**src/rtl/jacobi_five_point_stencil_unit_defines.svh**
```systemverilog
// Assertion macros for the stencil RTL; used by jfps_out.
// Expects signals named clk and rst_n in the module that uses them.
`ifndef JACOBI_FIVE_POINT_STENCIL_UNIT_DEFINES_SVH
`define JACOBI_FIVE_POINT_STENCIL_UNIT_DEFINES_SVH
`ifndef SYNTHESIS
`define JFPS_ASSERT(lbl, prop, msg) \
  lbl: assert property (@(posedge clk) disable iff (!rst_n) (prop)) else $error(msg);
`define JFPS_ASSERT_ALWAYS(lbl, prop, msg) \
  lbl: assert property (@(posedge clk) (prop)) else $error(msg);
`else
`define JFPS_ASSERT(lbl, prop, msg)
`define JFPS_ASSERT_ALWAYS(lbl, prop, msg)
`endif
`endif

```
**src/rtl/jfps_pkg.sv**
```systemverilog
// Shared types and constants of the five-point stencil unit.
// No dependencies.
`default_nettype none
package jfps_pkg;
  localparam int MAX_COLS  = 1024;
  localparam int COL_W     = $clog2(MAX_COLS);
  localparam int ROW_W     = 16;
  localparam int CNT_COL_W = 11;
  localparam int SAMPLE_W  = 32;
  localparam int CFG_W     = 16;
  localparam int CFG_IDX_W = 1;

  localparam logic [CFG_IDX_W-1:0] REG_GRID_ROWS = 1'd0;
  localparam logic [CFG_IDX_W-1:0] REG_GRID_COLS = 1'd1;

  localparam logic [ROW_W-1:0]     ROWS_RESET = 16'd256;
  localparam logic [CNT_COL_W-1:0] COLS_RESET = 11'd256;
  localparam logic [ROW_W-1:0]     ROWS_MIN   = 16'd3;
  localparam logic [CNT_COL_W-1:0] COLS_MIN   = 11'd3;
  localparam logic [CNT_COL_W-1:0] COLS_MAX   = 11'd1024;

  typedef logic signed [SAMPLE_W-1:0] sample_t;

  // Position of an accepted item and what it produces.
  typedef struct packed {
    logic [ROW_W-1:0] point_row;
    logic [COL_W-1:0] col;
    logic             emit;
    logic             last;
  } pos_t;

  typedef struct packed {
    sample_t          sample;
    logic [ROW_W-1:0] point_row;
    logic [COL_W-1:0] col;
    logic             emit;
    logic             last;
  } stage_t;

  typedef struct packed {
    sample_t left;
    sample_t right;
    sample_t top;
  } nbr_t;
endpackage
`default_nettype wire

```
**src/rtl/jfps_out_if.sv**
```systemverilog
// Result stream channel of the stencil unit: updated interior points.
// Depends on jfps_pkg.
`default_nettype none
interface jfps_out_if;
  import jfps_pkg::*;
  logic                    valid;
  logic                    ready;
  sample_t                 new_value;
  logic [ROW_W-1:0]        point_row;
  logic [COL_W-1:0]        point_col;
  logic                    last_point;
  modport source(output valid, new_value, point_row, point_col, last_point, input ready);
  modport sink(input valid, new_value, point_row, point_col, last_point, output ready);
endinterface
`default_nettype wire

```
**src/rtl/jfps_out.sv**
```systemverilog
// Neighbour sum, quarter scaling and the result register with its handshake.
// Depends on jfps_pkg, jfps_out_if and the assertion macro header.
`default_nettype none
`include "jacobi_five_point_stencil_unit_defines.svh"
module jfps_out (
  input  wire logic           clk,
  input  wire logic           rst_n,
  input  wire logic           s1_valid,
  input  wire jfps_pkg::stage_t s1,
  input  wire jfps_pkg::nbr_t nbr,
  output logic                advance,
  jfps_out_if.source          out_stream
);
  import jfps_pkg::*;

  logic                 out_valid_r;
  sample_t              new_value_r;
  logic [ROW_W-1:0]     point_row_r;
  logic [COL_W-1:0]     point_col_r;
  logic                 last_point_r;
  logic                 emit_now;
  logic signed [SAMPLE_W+1:0] sum;

  assign emit_now = s1_valid && s1.emit;
  // the stage moves unless it holds a result and the result register is stuck
  assign advance  = !emit_now || !out_valid_r || out_stream.ready;

  assign sum = {{2{nbr.left[SAMPLE_W-1]}}, nbr.left}
             + {{2{nbr.right[SAMPLE_W-1]}}, nbr.right}
             + {{2{nbr.top[SAMPLE_W-1]}}, nbr.top}
             + {{2{s1.sample[SAMPLE_W-1]}}, s1.sample};

  always_ff @(posedge clk) begin
    if (!rst_n) begin
      out_valid_r <= 1'b0;
    end else if (advance && emit_now) begin
      out_valid_r <= 1'b1;
    end else if (out_stream.ready) begin
      out_valid_r <= 1'b0;
    end
  end

  always_ff @(posedge clk) begin
    if (advance && emit_now) begin
      new_value_r  <= sum[SAMPLE_W+1:2];  // arithmetic shift by two
      point_row_r  <= s1.point_row;
      point_col_r  <= s1.col;
      last_point_r <= s1.last;
    end
  end

  assign out_stream.valid      = out_valid_r;
  assign out_stream.new_value  = new_value_r;
  assign out_stream.point_row  = point_row_r;
  assign out_stream.point_col  = point_col_r;
  assign out_stream.last_point = last_point_r;

  `JFPS_ASSERT(a_empty_out_moves, !out_valid_r |-> advance, "stage stalled with empty output")
  `JFPS_ASSERT(a_full_holds, emit_now && out_valid_r && !out_stream.ready |-> !advance, "result overrun")
  `JFPS_ASSERT(a_rise_from_stage, $rose(out_valid_r) |-> $past(emit_now), "result without item")
endmodule
`default_nettype wire

```
**src/flat_wrapper.sv**
```systemverilog
// flat-port wrapper written by rule: the top's interface ports become plain ports
module jfps_out_flat import jfps_pkg::*;
  (clk, rst_n, s1_valid, s1, nbr, advance, out_stream_valid, out_stream_new_value, out_stream_point_row, out_stream_point_col, out_stream_last_point, out_stream_ready);
  jfps_out_if out_stream_i ();
  input  wire logic clk;
  input  wire logic rst_n;
  input  wire logic s1_valid;
  input  wire jfps_pkg::stage_t s1;
  input  wire jfps_pkg::nbr_t nbr;
  output logic advance;
  output wire logic [$bits(out_stream_i.valid)-1:0] out_stream_valid;
  output wire logic [$bits(out_stream_i.new_value)-1:0] out_stream_new_value;
  output wire logic [$bits(out_stream_i.point_row)-1:0] out_stream_point_row;
  output wire logic [$bits(out_stream_i.point_col)-1:0] out_stream_point_col;
  output wire logic [$bits(out_stream_i.last_point)-1:0] out_stream_last_point;
  input wire logic [$bits(out_stream_i.ready)-1:0] out_stream_ready;
  assign out_stream_valid = out_stream_i.valid;
  assign out_stream_new_value = out_stream_i.new_value;
  assign out_stream_point_row = out_stream_i.point_row;
  assign out_stream_point_col = out_stream_i.point_col;
  assign out_stream_last_point = out_stream_i.last_point;
  assign out_stream_i.ready = out_stream_ready;
  jfps_out u_core (.clk(clk), .rst_n(rst_n), .s1_valid(s1_valid), .s1(s1), .nbr(nbr), .advance(advance), .out_stream(out_stream_i));
endmodule
```
**config.mk**
```make
export PLATFORM = sky130hd
export DESIGN_NAME = jfps_out_flat
export DESIGN_NICKNAME = d
export VERILOG_FILES = /design/src/rtl/jfps_pkg.sv /design/src/rtl/jfps_out_if.sv /design/src/rtl/jfps_out.sv /design/src/flat_wrapper.sv
export VERILOG_INCLUDE_DIRS = /design/src /design/src/rtl
export SDC_FILE = /design/constraint.sdc
export NUM_CORES = 1
export LEC_CHECK = 0
export BUFFER_PORTS_ARGS = -buffer_cell sky130_fd_sc_hd__buf_2
export CAP_MARGIN = 20
export CORE_ASPECT_RATIO = 0.9
export CORE_MARGIN = 10
export CORE_UTILIZATION = 51
export CTS_CLUSTER_DIAMETER = 50
export DETAILED_ROUTE_END_ITERATION = 12
export PLACE_DENSITY_LB_ADDON = 0.15
export SKIP_LAST_GASP = 1
export SYNTH_ARGS = -nofsm -noshare
export SYNTH_HDL_FRONTEND = slang
export SYNTH_SLANG_ARGS = --single-unit
```
**constraint.sdc**
```tcl
create_clock -name clk -period 6.7 [get_ports clk]
set_input_delay 2.01 -clock clk [delete_from_list [all_inputs] [get_ports clk]]
set_output_delay 2.01 -clock clk [all_outputs]
set_load 0.005 [all_outputs]
```
==> out/metrics.cfg, run 1 <==
[placed_design]
portBuffers=220
routabilityCongestion=0.8804
place_hpwl_um=14840
place_ws_ns=-0.05906

[die]
die_w_um=134.5
io_pins=221
die_h_um=123.0
die_area_um2=16550
coreArea_um2=11480
std_cell_rows=37
start_util=0.5241

[global_route]
grt_pass1_vias=5607
grt_antenna_before_repair=0
overflow=0
grt_max_degree=47
track_usage=0.1962
grt_pass1_wl_um=27080

[setup_path]
cp-end-kind=register
crit_slowest_cell=fa_1
crit_fanout=6
crit_type=input pin to register
cp_slowest_stage_delay_ns=0.45
critPathArrivalTime_ns=6.47
startpoint_type=input pin
crit_chain=buf_2 > ha_1 > inv_1 > fa_1 > nor2b_1 > o21ai_1 > a21boi_2 > o21a_1 > nor2_1 > o21bai_1 > a21oi_1 > xnor2_1 > fa_1 > ha_1 > a21oi_2 > o21ai_2 > a2111o_1 > o41a_4 > nand2_1 > nor2_1 > or3_1 > xor2_1
cp.required_ns=6.77

[power_and_ir_drop]
p_total_mw=2.373
pwr_density_cell_nw_per_um2=306.0
p_leak_nw=3.706
peakVddDrop_mv=0.1617

[worst_hold_path]
hp-class=register to register

[final_layout]
nFillCells=933
num_antenna_cells=0
fin_nets=1099
synthToLayoutAreaGrowth_pct=28.90
drive_gt1_frac=0.3345

[drt]
drt-initial-drc-count=211
wl_per_cell_um=16.66
route.detailed.drc=0
vias=5343
avgViaCountPerCell=5.332
first_pass_iters=4
wirelength_um=16700
final_antenna_net_count=0

[clock_network]
clk_path_buf_depth=2
path_clk_slew_ns=0.05
cts_setup_buffers=0
cts_tree=yes
clock_sinks=60
numCtsBuffers=9
ctsHtreeMaxLevel=3
clockRootBuffer=clkbuf_16
hold_buffers=0
clk_latency_ns=0.31

[synthesis]
syn_area_per_cell_um2=10.08
yosysSeqAreaShare=0.2978
synth_edf_count=59
synth_flop_cell=edfxtp_1
synth-seq-cells=60
syn_area_um2=6017
syn_nets=855
async_reset_ff_frac=0
syn_inst=597
synth_warnings=0
ys_types=61

[timing]
min_period_over_period=0.9552
postLayoutSetupSlackWorst_ns=0.3003
fmax_mhz=156.3
worst_pin_slew_ns=0.5569
hold_violations=0
skew_ns=0.005308
timing.slew.headroom=0.6288
final_max_slew_viol_count=0
grt_setup_unrepaired=true
setup_tns_ns=0
hold_slack_ns=0.7617
period_needed_ns=6.400
setup_viol=0

[outcome]
outcome=complete, no violations

[run]
drv_cap=0

[critical path, delay by kind of cell]
kind	cells	cell delay, ns
AOI/OAI and AO/OA	9	1.79
adders and majority gates	4	1.41
and+or+nand+nor	5	0.75
xor gates and xnor gates	2	0.36
buffers and inverters	2	0.14
[where the power goes]
part | internal (mW) | switching, mW | leakage (nW)
Combinational | 0.613 | 0.715 | 2.99
Clock | 0.327 | 0.158 | 0.156
Sequential | 0.540 | 0.0203 | 0.560
Total | 1.48 | 0.893 | 3.71
[layout by cell type (no fill, tap or decap), drive strengths merged, types with 6 or more instances in the layout]
cell type / count
edfxtp: 59
and2: 8
nor3: 6
inv: 40
nand2: 34
a21o: 41
xnor2: 39
buf: 242
o21ai: 31
nand4: 8
a21oi: 69
nand2b: 8
nand3: 10
nor2: 40
ha: 64
fa: 34
clkbuf: 9
xor2: 21
o21bai: 6
nor2b: 11
[final timing paths]
path,slack [ns],end,from,depth (start not counted)
worst max-delay path,0.30,u_core.out_stream.new_value[25],nbr[32],22
worst min-delay path,0.76,u_core.out_stream.valid,u_core.out_stream.valid,3
worst max register to register,4.91,u_core.out_stream.new_value[16],u_core.out_stream.valid,3
worst min register to register,0.76,u_core.out_stream.valid,u_core.out_stream.valid,3
[through the flow]
stage / instance area (um^2) / std cells / util
2_1_floorplan: 6017 / 597 / -
3_3_place_gp: 7428 / 986 / 0.6470
3_5_place_dp: 7428 / 986 / 0.6470
4_1_cts: 7752 / 1002 / 0.6752
6_report: 7756 / 1002 / 0.6756
5_1_grt: 7756 / 1002 / 0.6756
[cell families (layout without fill, tap and decap cells)]
group	count (synthesis)	after routing	share of synthesized area
AO/OA/AOI/OAI	191	191	0.2171
XOR/XNOR	60	60	0.08734
adder cells (fa/ha/maj)	98	98	0.2462
buffers and inverters	47	296	0.03327
flip-flops	60	60	0.2978
multiplexers	1	1	0.001871
AND/OR/NAND/NOR	140	140	0.1164
[Yosys cell counts, types with 5 or more instances]
library cell | count | share of area
nand4_1 | 7 | 0.0073
xnor2_1 | 39 | 0.057
o21ai_0 | 28 | 0.023
a21oi_1 | 67 | 0.056
ha_1 | 64 | 0.13
inv_1 | 38 | 0.024
nor2_1 | 40 | 0.025
a31oi_1 | 5 | 0.0052
fa_1 | 34 | 0.11
nor3_1 | 6 | 0.0050
nand2b_1 | 8 | 0.0083
a211oi_1 | 5 | 0.0062
nor2b_1 | 11 | 0.011
edfxtp_1 | 59 | 0.29
and2_1 | 6 | 0.0062
o21bai_1 | 6 | 0.0075
nand3_1 | 10 | 0.0083
xor2_1 | 21 | 0.031
a21o_1 | 39 | 0.049
nand2_1 | 34 | 0.021
[layer usage]
layer  wire length (um)  global-route usage  up-vias
li1                   -                   -     2671
met1               7888              0.2671     2458
met2               7368              0.3156      204
met3               1308             0.04745       10
met4                131             0.03329        0
met5                  0                   0        -
[cell type report]
cell class / instances / area [um^2] / area share
multi-input combinational: 490 / 4036 / 0.5204
inverter: 38 / 142.6 / 0.01839
clock inverter: 7 / 98.84 / 0.01274
sequential: 60 / 1792 / 0.2310
clock buffer: 9 / 225.2 / 0.02904
tap: 156 / 195.2 / 0.02517
timing repair buffer: 242 / 1266 / 0.1633
[registers in the layout, indices dropped and copies added (netlist names)]
register,cells
u_core.out_stream.last_point,1
u_core.out_stream.valid,1
u_core.out_stream.point_row,16
u_core.out_stream.new_value,32
u_core.out_stream.point_col,10
[what timing repair did]
action	CTS	global route
resized for setup	0	2
endpoints found under the hold margin	0	0
setup endpoints to repair	0	4
No activity file was read; power rests on OpenSTA's default activity.
==> run 2: changes to the inputs <==
--- a/config.mk
+++ b/config.mk
@@ -14,6 +14,7 @@
 export CTS_CLUSTER_DIAMETER = 50
 export DETAILED_ROUTE_END_ITERATION = 12
 export PLACE_DENSITY_LB_ADDON = 0.15
+export REMOVE_ABC_BUFFERS = 1
 export SKIP_LAST_GASP = 1
 export SYNTH_ARGS = -nofsm -noshare
 export SYNTH_HDL_FRONTEND = slang
==> out/metrics.cfg, run 2 (same netlist as run 1, synthesis figures left out) <==
[setup_path]
worst-r2r-setup-slack_ns=5.15
r2r-start=u_core.out_stream.valid
crit_type=input pin to register
reg2reg_depth=3
cp.required_ns=6.76
startpoint_type=input pin
rr_endpoint=u_core.out_stream.new_value[5]
cp-end-kind=register
critPathArrivalTime_ns=6.49
crit_fanout=5

[power_and_ir_drop]
p_sw_uw=908.6
seqPwrFrac=0.228
peakVddDrop_mv=0.1235
p_sw_frac=0.3719
p_leak_nw=3.745
power.share.clock=0.215
combPwrFrac=0.557
pwr_density_cell_nw_per_um2=311.5
p_int_mw=1.535

[clock_network]
clk_path_buf_depth=2
hold_buffers=0
clk_latency_ns=0.31
cts_tree=yes
clock_sinks=60
numCtsBuffers=9
ctsHtreeMaxLevel=3
path_clk_slew_ns=0.05
clockRootBuffer=clkbuf_16

[timing]
hold_violations=0
fmax_mhz=155.6
final_max_slew_viol_count=0
worst_pin_slew_ns=0.7113
min_period_over_period=0.9591
setup_tns_ns=0
hold_slack_ns=0.7242
skew_ns=0.005242
period_needed_ns=6.426
setup_viol=0
timing.slew.headroom=0.5258

[die]
coreArea_um2=11480
start_util=0.5241
die_area_um2=16550
die_h_um=123.0
io_pins=221
die_w_um=134.5
std_cell_rows=37

[placed_design]
place_hpwl_um=15100
routabilityCongestion=0.8681
portBuffers=220

[final_layout]
fin_nets=1104
final_cell_mix=buf_2, a21oi_1, ha_1
synthToLayoutAreaGrowth_pct=30.34
final_common_cell=buf_2
drive_gt1_frac=0.3396
largest_reg_flops=32
num_antenna_cells=0

[drt]
wl_per_cell_um=17.23
wirelength_um=17350
route.detailed.drc=0
final_antenna_net_count=0
vias=5411
drt-initial-drc-count=297
first_pass_iters=5
avgViaCountPerCell=5.373

[run]
drv_cap=0

[worst_hold_path]
hp-class=register to register
whs_path_depth=3
whs_endpoint=u_core.out_stream.valid
min_from=u_core.out_stream.valid

[global_route]
grt_max_degree=60
grt_pass1_wl_um=28080
overflow=0
grt_antenna_before_repair=0
track_usage=0.2058
grt_pass1_vias=5762

[outcome]
outcome=complete, no violations

-- run 2: layout make-up --
class / count / area (um^2)
inverters: 38 / 142.6
multi-input cells: 490 / 4059
well taps: 156 / 195.2
fillers: 974 / 3638
flip-flops and latches: 60 / 1792
clock buffers: 10 / 239.0
repair buffers: 247 / 1304
clock inverters: 6 / 111.4
-- run 2: what timing repair did --
| action | CTS | global route |
|---|---|---|
| gates resized for setup | 0 | 5 |
| setup endpoints to repair | 0 | 5 |
| buffers inserted | 0 | 0 |
-- run 2: power groups by stage --
stage	Combinational [mW]	Sequential [mW]	Clock (mW)
2_1_floorplan	0.900	0.572	0
3_3_place_gp	1.31	0.562	0
3_5_place_dp	1.34	0.565	0
4_1_cts	1.35	0.558	0.531
5_1_grt	1.51	0.563	0.550
6_report	1.36	0.557	0.524
-- run 2: routing by layer --
layer	part of all wire	vias up	GRT usage
li1	-	2678	-
met5	0	-	0
met4	0.0041	0	0.03261
met1	0.46	2514	0.2677
met2	0.46	215	0.3436
met3	0.080	4	0.05515
-- run 2: how the worst max path moves through the flow --
| stage | to | startpoint | slack, ns |
|---|---|---|---|
| 2_1_floorplan | u_core.out_stream.new_value[25] | nbr[32] | 0.39 |
| 3_3_place_gp | u_core.out_stream.new_value[28] | nbr[34] | 0.05 |
| 3_5_place_dp | u_core.out_stream.new_value[25] | nbr[32] | -0.09 |
| 4_1_cts | u_core.out_stream.new_value[25] | nbr[32] | 0.23 |
| 5_1_grt | u_core.out_stream.new_value[29] | nbr[32] | -0.008 |
| 6_report | u_core.out_stream.new_value[25] | nbr[32] | 0.27 |
-- run 2: critical path, cell delays in order --
cell and delay [ns]:
buf_2 0.10, ha_1 0.23, inv_1 0.08, fa_1 0.22, nor2b_1 0.06, o21ai_1 0.22
a21boi_2 0.11, o311a_4 0.41, o41ai_4 0.37, xnor2_1 0.18, fa_1 0.45, ha_1 0.35
nand4_4 0.13, nor2_1 0.07, a2111o_1 0.40, o41a_4 0.39, nand2_1 0.12, nor2_1 0.06
or3_1 0.38, xor2_1 0.15
-- run 2: metrics by stage --
step | utilization | instance area [um^2] | setup WS (ns) | std cells | power [mW]
final | 0.6831 | 7843 | 0.2738 | 1007 | 2.443
after global routing | 0.6831 | 7843 | -0.007668 | 1007 | 2.627
after CTS | 0.6808 | 7816 | 0.2274 | 1007 | 2.443
after detailed placement | 0.6503 | 7466 | -0.08943 | 991 | 1.906
after global placement | 0.6503 | 7466 | 0.05454 | 991 | 1.876
after floorplan | - | 5959 | 0.3924 | 588 | 1.473
