`src/rtl/jacobi_five_point_stencil_unit_defines.svh`:
```
// Assertion macros for the stencil RTL; used by jfps_out.
// Expects signals named clk and rst_n in the module that uses them.
`ifndef JACOBI_FIVE_POINT_STENCIL_UNIT_DEFINES_SVH
`define JACOBI_FIVE_POINT_STENCIL_UNIT_DEFINES_SVH
`ifndef SYNTHESIS
`define JFPS_ASSERT(lbl, prop, msg) \
  lbl: assert property (@(posedge clk) disable iff (!rst_n) (prop)) else $error(msg);
`define JFPS_ASSERT_ALWAYS(lbl, prop, msg) \
  lbl: assert property (@(posedge clk) (prop)) else $error(msg);
`else
`define JFPS_ASSERT(lbl, prop, msg)
`define JFPS_ASSERT_ALWAYS(lbl, prop, msg)
`endif
`endif

```
`src/rtl/jfps_pkg.sv`:
```
// Shared types and constants of the five-point stencil unit.
// No dependencies.
`default_nettype none
package jfps_pkg;
  localparam int MAX_COLS  = 1024;
  localparam int COL_W     = $clog2(MAX_COLS);
  localparam int ROW_W     = 16;
  localparam int CNT_COL_W = 11;
  localparam int SAMPLE_W  = 32;
  localparam int CFG_W     = 16;
  localparam int CFG_IDX_W = 1;

  localparam logic [CFG_IDX_W-1:0] REG_GRID_ROWS = 1'd0;
  localparam logic [CFG_IDX_W-1:0] REG_GRID_COLS = 1'd1;

  localparam logic [ROW_W-1:0]     ROWS_RESET = 16'd256;
  localparam logic [CNT_COL_W-1:0] COLS_RESET = 11'd256;
  localparam logic [ROW_W-1:0]     ROWS_MIN   = 16'd3;
  localparam logic [CNT_COL_W-1:0] COLS_MIN   = 11'd3;
  localparam logic [CNT_COL_W-1:0] COLS_MAX   = 11'd1024;

  typedef logic signed [SAMPLE_W-1:0] sample_t;

  // Position of an accepted item and what it produces.
  typedef struct packed {
    logic [ROW_W-1:0] point_row;
    logic [COL_W-1:0] col;
    logic             emit;
    logic             last;
  } pos_t;

  typedef struct packed {
    sample_t          sample;
    logic [ROW_W-1:0] point_row;
    logic [COL_W-1:0] col;
    logic             emit;
    logic             last;
  } stage_t;

  typedef struct packed {
    sample_t left;
    sample_t right;
    sample_t top;
  } nbr_t;
endpackage
`default_nettype wire

```
`src/rtl/jfps_pos.sv`:
```
// Grid size registers and raster position counters; classifies each item.
// Depends on jfps_pkg.
`default_nettype none
module jfps_pos (
  input  wire logic                           clk,
  input  wire logic                           rst_n,
  input  wire logic                           cfg_we,
  input  wire logic [jfps_pkg::CFG_IDX_W-1:0] cfg_index,
  input  wire logic [jfps_pkg::CFG_W-1:0]     cfg_data,
  input  wire logic                           accept,
  input  wire logic                           grid_start,
  output jfps_pkg::pos_t                      pos
);
  import jfps_pkg::*;

  logic [ROW_W-1:0]     grid_rows_r;
  logic [CNT_COL_W-1:0] grid_cols_r;
  logic [ROW_W-1:0]     row_r, row_nxt;
  logic [COL_W-1:0]     col_r, col_nxt;

  logic [ROW_W-1:0]     rows_eff;
  logic [CNT_COL_W-1:0] cols_eff;
  logic [ROW_W-1:0]     r;
  logic [COL_W-1:0]     c;
  logic [CNT_COL_W-1:0] c_ext;
  logic [CNT_COL_W-1:0] c_inc;
  logic [ROW_W:0]       r_inc;

  always_ff @(posedge clk) begin
    if (!rst_n) begin
      grid_rows_r <= ROWS_RESET;
      grid_cols_r <= COLS_RESET;
    end else if (cfg_we) begin
      case (cfg_index)
        REG_GRID_ROWS: grid_rows_r <= cfg_data[ROW_W-1:0];
        REG_GRID_COLS: grid_cols_r <= cfg_data[CNT_COL_W-1:0];
        default: ;
      endcase
    end
  end

  always_comb begin
    rows_eff = (grid_rows_r < ROWS_MIN) ? ROWS_MIN : grid_rows_r;
    if (grid_cols_r < COLS_MIN) begin
      cols_eff = COLS_MIN;
    end else if (grid_cols_r > COLS_MAX) begin
      cols_eff = COLS_MAX;
    end else begin
      cols_eff = grid_cols_r;
    end

    r     = grid_start ? '0 : row_r;
    c     = grid_start ? '0 : col_r;
    c_ext = {1'b0, c};
    c_inc = c_ext + 11'd1;
    r_inc = {1'b0, r} + 17'd1;

    pos.point_row = r - 16'd1;
    pos.col       = c;
    pos.emit      = (r >= 16'd2) && (r < rows_eff) && (c != '0)
                    && ((c_ext + 11'd2) <= cols_eff);
    pos.last      = (r == rows_eff - 16'd1) && (c_ext == cols_eff - 11'd2);

    // wrap at the row end; a position past a shrunk grid restarts at the origin
    if (c_inc >= cols_eff) begin
      col_nxt = '0;
      row_nxt = (r_inc >= {1'b0, rows_eff}) ? '0 : r_inc[ROW_W-1:0];
    end else if (r >= rows_eff) begin
      col_nxt = '0;
      row_nxt = '0;
    end else begin
      col_nxt = c_inc[COL_W-1:0];
      row_nxt = r;
    end
  end

  always_ff @(posedge clk) begin
    if (!rst_n) begin
      row_r <= '0;
      col_r <= '0;
    end else if (accept) begin
      row_r <= row_nxt;
      col_r <= col_nxt;
    end
  end
endmodule
`default_nettype wire

```
`config.mk`:
```
export PLATFORM = sky130hd
export DESIGN_NAME = jfps_pos
export DESIGN_NICKNAME = d
export VERILOG_FILES = /design/src/rtl/jacobi_five_point_stencil_unit_defines.svh /design/src/rtl/jfps_pkg.sv /design/src/rtl/jfps_pos.sv
export SDC_FILE = /design/constraint.sdc
export NUM_CORES = 1
export LEC_CHECK = 0
export ABC_AREA = 1
export BUFFER_PORTS_ARGS = -buffer_cell sky130_fd_sc_hd__buf_4
export CAP_MARGIN = 30
export CORE_ASPECT_RATIO = 1.75
export CORE_MARGIN = 3
export CORE_UTILIZATION = 56
export DETAILED_ROUTE_END_ITERATION = 10
export PLACE_DENSITY = 0.79
export SETUP_SLACK_MARGIN = 0.05
export SLEW_MARGIN = 20
export SYNTH_ARGS = -nofsm -noshare
export SYNTH_HDL_FRONTEND = slang
export SYNTH_SLANG_ARGS = --single-unit
```
`constraint.sdc`:
```
create_clock -name clk -period 3.2 [get_ports clk]
set_input_delay 0.48 -clock clk [delete_from_list [all_inputs] [get_ports clk]]
set_output_delay 0.48 -clock clk [all_outputs]
set_load 0.05 [all_outputs]
```
==> metrics list, run 1 <==
* Antenna Cells: 0
- The initial antenna violation count came to 0.
- Slew Limit Headroom: ~53%
- The flow ran to the end, but the final reports show violations.
- Once the floorplan was initialized, standard cells occupied between 50 and 60% of the core.
* Part of the power in combinational logic: between 40% and 50%
- Root Driver: sky130_fd_sc_hd__clkbuf_16
- Setup slack of the critical path after layout: -42.7 ps
- For the pin with the worst max-slew slack, the measured transition is 702 ps.
- Yosys warnings: 0
- The number of nets handed over by synthesis was just under 1000.
* Worst reg2reg setup slack: 10 ps
* Rows: 48
- For this run, asynchronously set or reset flops after synthesis account for 0%.
- DRC Markers: 0
- Later-pin clock latency in the skew report: 300 ps
- Averaged over all synthesized cells, the footprint is ~6.4 µm².
- Average via count per standard cell: between 5 and 6
- Most common flop cell mapped by yosys: sky130_fd_sc_hd__dfxtp_1
* Number of synthesized register bits: 53
- At the end of routability-driven placement, the weighted congestion stood at between 0.9 and 1.
* Crit path DAT: around 2800 ps
- The detail route stage leaves a number of antenna-violating nets equal to 0.
- Mapped Area: a little under 6000 µm²
- Detailed placement finished with a half-perimeter wire length of around 15000 µm.
- Leakage power: approximately 4 nW
- Max H-tree Level: 2
- Final Skew: 9.11 ps
- The number of pins exceeding their max-slew limit in the final report is 0.
- Pre-CTS setup slack: -283 ps
* Fmax: between 0.3 and 0.4 GHz
- Clock share of power: 22.0%
- The tool flagged a number of max-cap violations equal to 0.
- Global routing finished with a remaining overflow of 0.
- After layout, the minimum clock period comes to 3240 ps.
- Setup violations remaining at the end of the flow were counted as 7.
- Cells fill 81.2% of the core in the end.
- Library cell occupying the most area in the post-synthesis netlist: sky130_fd_sc_hd__dfxtp_1
* Highest net fanout along the worst path: 4
- In this run, the number of DRC markers left after iteration 0 of detailed routing was 594.
* Post-layout nets: about 1200
- For this design the ratio of total power to cell area is between 300 and 400 nW/µm².
* Type of the tightest min-delay check: in2reg
- Detailed routing inserted a total of just under 7000 vias.
- The worst setup path is of the reg2out kind.
- Hold wc startpoint: cfg_data[8]
* 1st-pass router iterations: 7
- Share of total power consumed by net switching: a little over two fifths
- 50 I/O pins were placed.
- In the synthesized netlist, the number of instances is 904.
* Required time worst endpoint: ~2700 ps
- Hold-critical path endpoint: grid_cols_r[8]$_SDFFE_PN1P_
* Clock net sink count: 53
* TritonCTS clock tree: yes
- Ratio of cells with drive above 1 in the final layout: about a third
* Clock buffers created by TritonCTS: 5
- Sorting the synthesized cells by area gives the leading types as sky130_fd_sc_hd__dfxtp_1 (18%), sky130_fd_sc_hd__ha_1 (13%), sky130_fd_sc_hd__nor2_1 (11%), sky130_fd_sc_hd__nand2_1 (9.4%), sky130_fd_sc_hd__inv_1 (7.5%).
- Most instantiated library cell after synthesis: sky130_fd_sc_hd__nor2_1
- Final worst path period share: 101%
- Post-CTS Hold Buffers: 0
- Number of global-route vias before repair: between 6000 and 7000
* Buffers on Ports: slightly below 50
- Summing the sequential cell areas from Yosys gives a little under a fifth of the chip area.
- Yosys mapped a number of flops with a built-in enable equal to 0.
- Across every metal layer, demand over resource in global routing totals about 34%.
* Die width: about 83 µm
- Reg2reg path depth: 23
- The startpoint identified for the worst register-to-register timing path is col_r[1]$_SDFFE_PN0P_.
- STA classifies the critical path startpoint as a register.
- Power spent charging and discharging nets: roughly 0.0011 W
- Part of the total power dissipated in sequential elements: between 20% and 30%
- Peak supply drop: about 0.28 mV
* RSZ-0062 raised after global routing: true
- Entering global routing, the biggest net connects 50 pins.
* Pint: around 0.0015 W
- Sum of internal, switching and leakage power: between 0.002 and 0.003 W
- Crit. End Element: output pin
- Post-synth cell types: 45
- Floorplan die height: 141 µm
* Violated checks: negative setup slack
- Clock-pin slew on the worst setup and hold paths: 70 ps
- After detailed routing, the total wire length is around 22000 µm.
- Post-detailed-route wirelength per cell: ~18 µm
* Fraction of post-synthesis cell area in the top cell type by area: about 18%
- The number of hold violations in the final report is 0.
- Deepest clock path buffer count: 2
* First-pass GRT wire length: 31800 µm
- Instance count along the most critical hold path: 3
* Total die area: about 12000 µm²
- From synthesis to final layout, the design area changed by 40.0%.
* Floorplan core area: between 10000 and 15000 µm²
- Sorting the synthesized cells by how often they occur yields sky130_fd_sc_hd__nor2_1 (164), sky130_fd_sc_hd__nand2_1 (145), sky130_fd_sc_hd__inv_1 (117).
- FF-to-FF End: row_r[10]$_SDFFE_PN0P_
critical path, stage by stage, from the launching register on:
cell and delay, ps:
sky130_fd_sc_hd__dfxtp_2 350, sky130_fd_sc_hd__inv_4 40, sky130_fd_sc_hd__nor2_4 120, sky130_fd_sc_hd__ha_4 160
sky130_fd_sc_hd__nand3_4 70, sky130_fd_sc_hd__nor3_4 150, sky130_fd_sc_hd__nand2_2 130, sky130_fd_sc_hd__nor2_4 140
sky130_fd_sc_hd__nand2_2 80, sky130_fd_sc_hd__nand2_2 90, sky130_fd_sc_hd__inv_2 50, sky130_fd_sc_hd__ha_4 260
sky130_fd_sc_hd__nand2_4 60, sky130_fd_sc_hd__nor4_4 250, sky130_fd_sc_hd__nand4_1 180, sky130_fd_sc_hd__a21oi_4 160
sky130_fd_sc_hd__buf_6 160
what timing repair did:
item | CTS | global route
endpoints found under the setup margin | 18 | 29
buffers inserted | 15 | 11
pin swaps | 31 | 38
resized for setup | 55 | 95
gates cloned | 1 | 2
sequential cells by signal (all words and copies together) (netlist names):
| name | cells |
|---|---|
| grid_cols_r | 11 |
| row_r | 16 |
| col_r | 10 |
| grid_rows_r | 16 |
stage by stage:
stage               setup TNS [ps]  std cells  instance area [µm²]  hold slack [ps]
floorplan                    -6850        904                 5960              445
global placement             -3710       1161                 7150              460
detailed placement           -4990       1161                 7150              463
CTS                              0       1184                 7640              409
global route                 -3250       1197                 8150              434
finish                       -76.1       1197                 8150              405
worst max path at each step:
stage,start,to,slack [ps],depth (start not counted)
2_1_floorplan,grid_start,pos[1],-340,16
3_3_place_gp,grid_start,row_r[5]$_SDFFE_PN0P_,-260,25
3_5_place_dp,grid_start,row_r[5]$_SDFFE_PN0P_,-280,25
4_1_cts,col_r[2]$_SDFFE_PN0P_,pos[1],40,16
5_1_grt,grid_rows_r[2]$_SDFFE_PN0P_,pos[0],-240,17
6_report,col_r[1]$_SDFFE_PN0P_,pos[1],-40,16
layer usage:
layer	up-vias	global-route usage (%)	part of all wire, %
met3	126	2.92	4.4
li1	3283	-	-
met4	0	26.7	9.0
met2	322	63.3	52
met1	3176	33.2	34
met5	-	0	0
power groups by stage:
stage	Combinational, W	Sequential, W	Clock, W
3_3_place_gp	0.00103	0.000746	0
4_1_cts	0.00111	0.000735	0.000558
6_report	0.00122	0.000740	0.000555
3_5_place_dp	0.00105	0.000747	0
2_1_floorplan	0.000738	0.000738	0
5_1_grt	0.00131	0.000744	0.000580
cells in the final DEF (no fill, tap or decap), types with 5 or more instances in the layout:
cell / count
sky130_fd_sc_hd__a21oi_1: 42
sky130_fd_sc_hd__a21oi_2: 12
sky130_fd_sc_hd__buf_12: 5
sky130_fd_sc_hd__buf_4: 166
sky130_fd_sc_hd__buf_6: 12
sky130_fd_sc_hd__clkbuf_16: 6
sky130_fd_sc_hd__dfxtp_1: 41
sky130_fd_sc_hd__dfxtp_2: 11
sky130_fd_sc_hd__ha_1: 49
sky130_fd_sc_hd__ha_4: 11
sky130_fd_sc_hd__inv_1: 107
sky130_fd_sc_hd__inv_2: 16
sky130_fd_sc_hd__nand2_1: 124
sky130_fd_sc_hd__nand2_2: 23
sky130_fd_sc_hd__nand3_1: 25
sky130_fd_sc_hd__nand3_2: 8
sky130_fd_sc_hd__nand4_1: 42
sky130_fd_sc_hd__nor2_1: 129
sky130_fd_sc_hd__nor2_2: 31
sky130_fd_sc_hd__nor2_4: 19
sky130_fd_sc_hd__nor3_1: 12
sky130_fd_sc_hd__nor3_2: 5
sky130_fd_sc_hd__o21ai_0: 59
sky130_fd_sc_hd__xnor2_1: 7
sky130_fd_sc_hd__xor2_1: 41
sky130_fd_sc_hd__xor2_2: 6
kinds of logic (layout without fill, tap and decap cells):
| logic type | Yosys count | in the layout | synth area share [%] |
|---|---|---|---|
| xor+xnor | 56 | 56 | 8.66 |
| buf+inv | 152 | 320 | 10.6 |
| flops | 53 | 53 | 18.2 |
| compound gates | 133 | 133 | 12.6 |
| fa+ha+maj | 61 | 61 | 13.1 |
| simple gates | 449 | 449 | 36.8 |
cell type report:
class	instances	area (µm²)
Multi-Input combinational cell	699	4730
Tap cell	125	156
Sequential cell	53	1080
Clock buffer	7	143
Timing Repair Buffer	186	1550
Fill cell	682	1880
Inverter	127	484
Power figures use the tool's default switching activity.
==> run 2: changes to the inputs <==
CORE_MARGIN = default   (was 3)
CORE_UTILIZATION = 66   (was 56)
PLACE_DENSITY = 0.87   (was 0.79)
clock period = 3.8 ns   (was 3.2 ns; I/O delays follow)
==> metrics list, run 2 (same netlist as run 1, synthesis figures left out) <==
- Number of global-route vias before repair: 6289 (-4.5%)
- Worst Tran Pin Value: 704 ps (+2.67 ps)
* First-pass GRT wire length: 30900 µm (-2.8%)
- Crit-path slowest cell: sky130_fd_sc_hd__ha_1
* Time the worst path needs with I/O delays and setup: 3630 ps
- The routability congestion estimate was 1.06 (+6.4%).
- The number of nets in the final layout is 1053 (-8.8%).
* Result of the run: complete, no violations
- In this run the clock root is driven by a sky130_fd_sc_hd__clkbuf_16.
- The length of the first detailed-routing pass in iterations came to 5 (-2).
- Residual overflow from global routing: 0 (unchanged)
- Element type at the critical path start: input port
* Final hold viol count: 0 (unchanged)
- Fmax: around 0.28 GHz
- Rows: 45 (-6.3%)
- The tightest slew margin relative to the limit is 53.0% (-0.18 points).
* Crit. End Element: output pin
- The all-layer global routing usage was 44.2% (+10 points).
* Floorplan core area: 8610 µm² (-14%)
- The endpoint arrival time on the critical path was 3060 ps (+300 ps).
- The I/O pin count is 50 (unchanged).
- The number of I/O port buffers came to 49 (unchanged).
- Fin. max-slew vios: 0 (unchanged)
* Clock buffers created by TritonCTS: 5 (unchanged)
* Worst setup path category: in2out
- Setup repair after global routing could not meet its margin everywhere.
- Via total after detailed routing: 6525 (-5.5%)
- The clock insertion delay at the later pin of the skew report was 300 ps (about the same).
- The width of the die came to 73.0 µm (-12%).
- The maximum vdd drop is 0.243 mV (-15%).
- Ratio of cells with drive above 1 in the final layout: 17.0% (-17 points)
* Biggest cell delay along the critical path: 300 ps (-50 ps)
- The average detailed-routed wire length per instance is 18.0 µm (-1.5%).
- Iteration-0 DRC count of the detailed router: 604 (+1.7%)
- Sum of internal, switching and leakage power: 0.00196 W (-22%)
- Count of final setup violators: 0 (-7)
- Final Skew: 6.62 ps (-2.49 ps)
- Deepest clock path buffer count: 2 (unchanged)
* Final worst path period share: roughly 95%
* Summed negative setup slack over all endpoints: 0 ps (+76.1 ps)
* Highest net fanout along the worst path: 9 (+5)
- Max H-tree Level: 2 (unchanged)
- Traced cell by cell, the critical path runs through buf_4, inv_2, nand2_1, buf_4, nor2_1, inv_1, nor2_2, buf_4, nand4_1, xor2_2, ha_1, nand2_1, nor4_2, nand4_1, a21oi_4, buf_6.
- The clock net sink count came to 53 (unchanged).
- Number of fillers in the final layout: 692 (+1.5%)
- Post-synthesis to final-layout area growth: 16.0%
- The average via count per standard cell was 6.00 (+4.0%).
- The register clock-pin slew on the reported worst setup and hold paths came to 70 ps (about the same).
- The cts-stage hold buffer count was 0 (unchanged).
* Routed Wire Length: 19600 µm (-11%)
- The power density over the cells was 290 nW/µm² (-6.1%).
* Commonest cells after routing, fill and taps aside: sky130_fd_sc_hd__nor2_1 (160), sky130_fd_sc_hd__nand2_1 (142), sky130_fd_sc_hd__inv_1 (116)
* Leakage power: 3.37 nW (-16%)
- DRC Markers: 0 (unchanged)
* Commonest non-fill, non-tap cell in the layout: sky130_fd_sc_hd__nor2_1
* Antenna Cells: 0 (unchanged)
- Floorplan die height: 126 µm (-10%)
- Final antenna-violating net count: 0 (unchanged)
* Most frequent cell on the critical path: sky130_fd_sc_hd__buf_4
* Total die area: 9210 µm² (-21%)
- The largest registers in the layout are grid_rows_r: 16 flops, row_r: 16 flops, grid_cols_r: 11 flops.
- The total of max-cap violations was 0 (unchanged).
* Half-perimeter wire length after detailed placement: 15000 µm (-1.1%)
- TritonCTS clock tree: yes
* Type of the tightest min-delay check: reg2reg
- Initial core utilization: 67.6% (+9.5 points)
- The initial antenna violation count is 0 (unchanged).
* Pin count of the biggest net entering global routing: 50 (unchanged)
- Required time worst endpoint: 3230 ps (+510 ps)
run 2: changes by cell type in the layout (fill, tap and decap cells not counted), sizes merged:
cell and change:
buf -101, bufbuf -1, clkbuf -1, nand3 +1
run 2: final cells by class:
type                       count  area, µm²  share of cell area [%]
tap                          117        146                    2.17
multi-input combinational    700       4290                    63.6
clock buffer                   7        143                    2.11
inverter                     127        479                    7.10
sequential                    53       1060                    15.7
timing repair buffer          83        631                    9.34
run 2: path summary, 6_finish.rpt:
kind | startpoint | to | slack, ps | depth (start not counted)
worst max-delay path | grid_start | pos[1] | 170 | 16
worst min-delay path | grid_cols_r[7]$_SDFFE_PN0P_ | grid_cols_r[7]$_SDFFE_PN0P_ | 490 | 2
worst max register to register | col_r[1]$_SDFFE_PN0P_ | row_r[3]$_SDFFE_PN0P_ | 290 | 20
worst min register to register | grid_cols_r[7]$_SDFFE_PN0P_ | grid_cols_r[7]$_SDFFE_PN0P_ | 490 | 2
run 2: power by group:
group	leakage (nW)	total [W]	internal, W	switching, W
clock network	0.0700	0.000465	0.000260	0.000206
logic	2.87	0.000873	0.000287	0.000586
registers	0.437	0.000620	0.000589	0.0000311
total	3.37	0.00196	0.00114	0.000823
run 2: per-stage QoR:
stage          area, µm²  worst slack [ps]  hold WS (ps)  utilization, %  instances
6_report            6750               174           488            78.4       1087
5_1_grt             6750              9.75           498            78.4       1087
3_5_place_dp        6490             -78.2           472            75.4       1079
2_1_floorplan       5860              15.1           445               -        904
4_1_cts             6630              58.9           482            77.0       1086
3_3_place_gp        6490              57.7           461            75.4       1079
run 2: what timing repair did:
| action | CTS | global route |
|---|---|---|
| buffers inserted | 0 | 0 |
| endpoints found under the setup margin | 0 | 18 |
| gates resized for setup | 0 | 22 |
run 2: critical path, delay by kind of cell:
| family | cells | cell delay [ps] |
|---|---|---|
| compound gates | 1 | 170 |
| xor+xnor | 1 | 190 |
| fa+ha+maj | 1 | 300 |
| buf+inv | 6 | 830 |
| simple gates | 7 | 980 |
run 2: per-layer routing:
| layer | track usage [%] | part of all wire (%) |
|---|---|---|
| met1 | 41.5 | 32 |
| met4 | 39.1 | 10 |
| met5 | 0 | 0 |
| met2 | 75.9 | 50 |
| met3 | 11.4 | 8.0 |
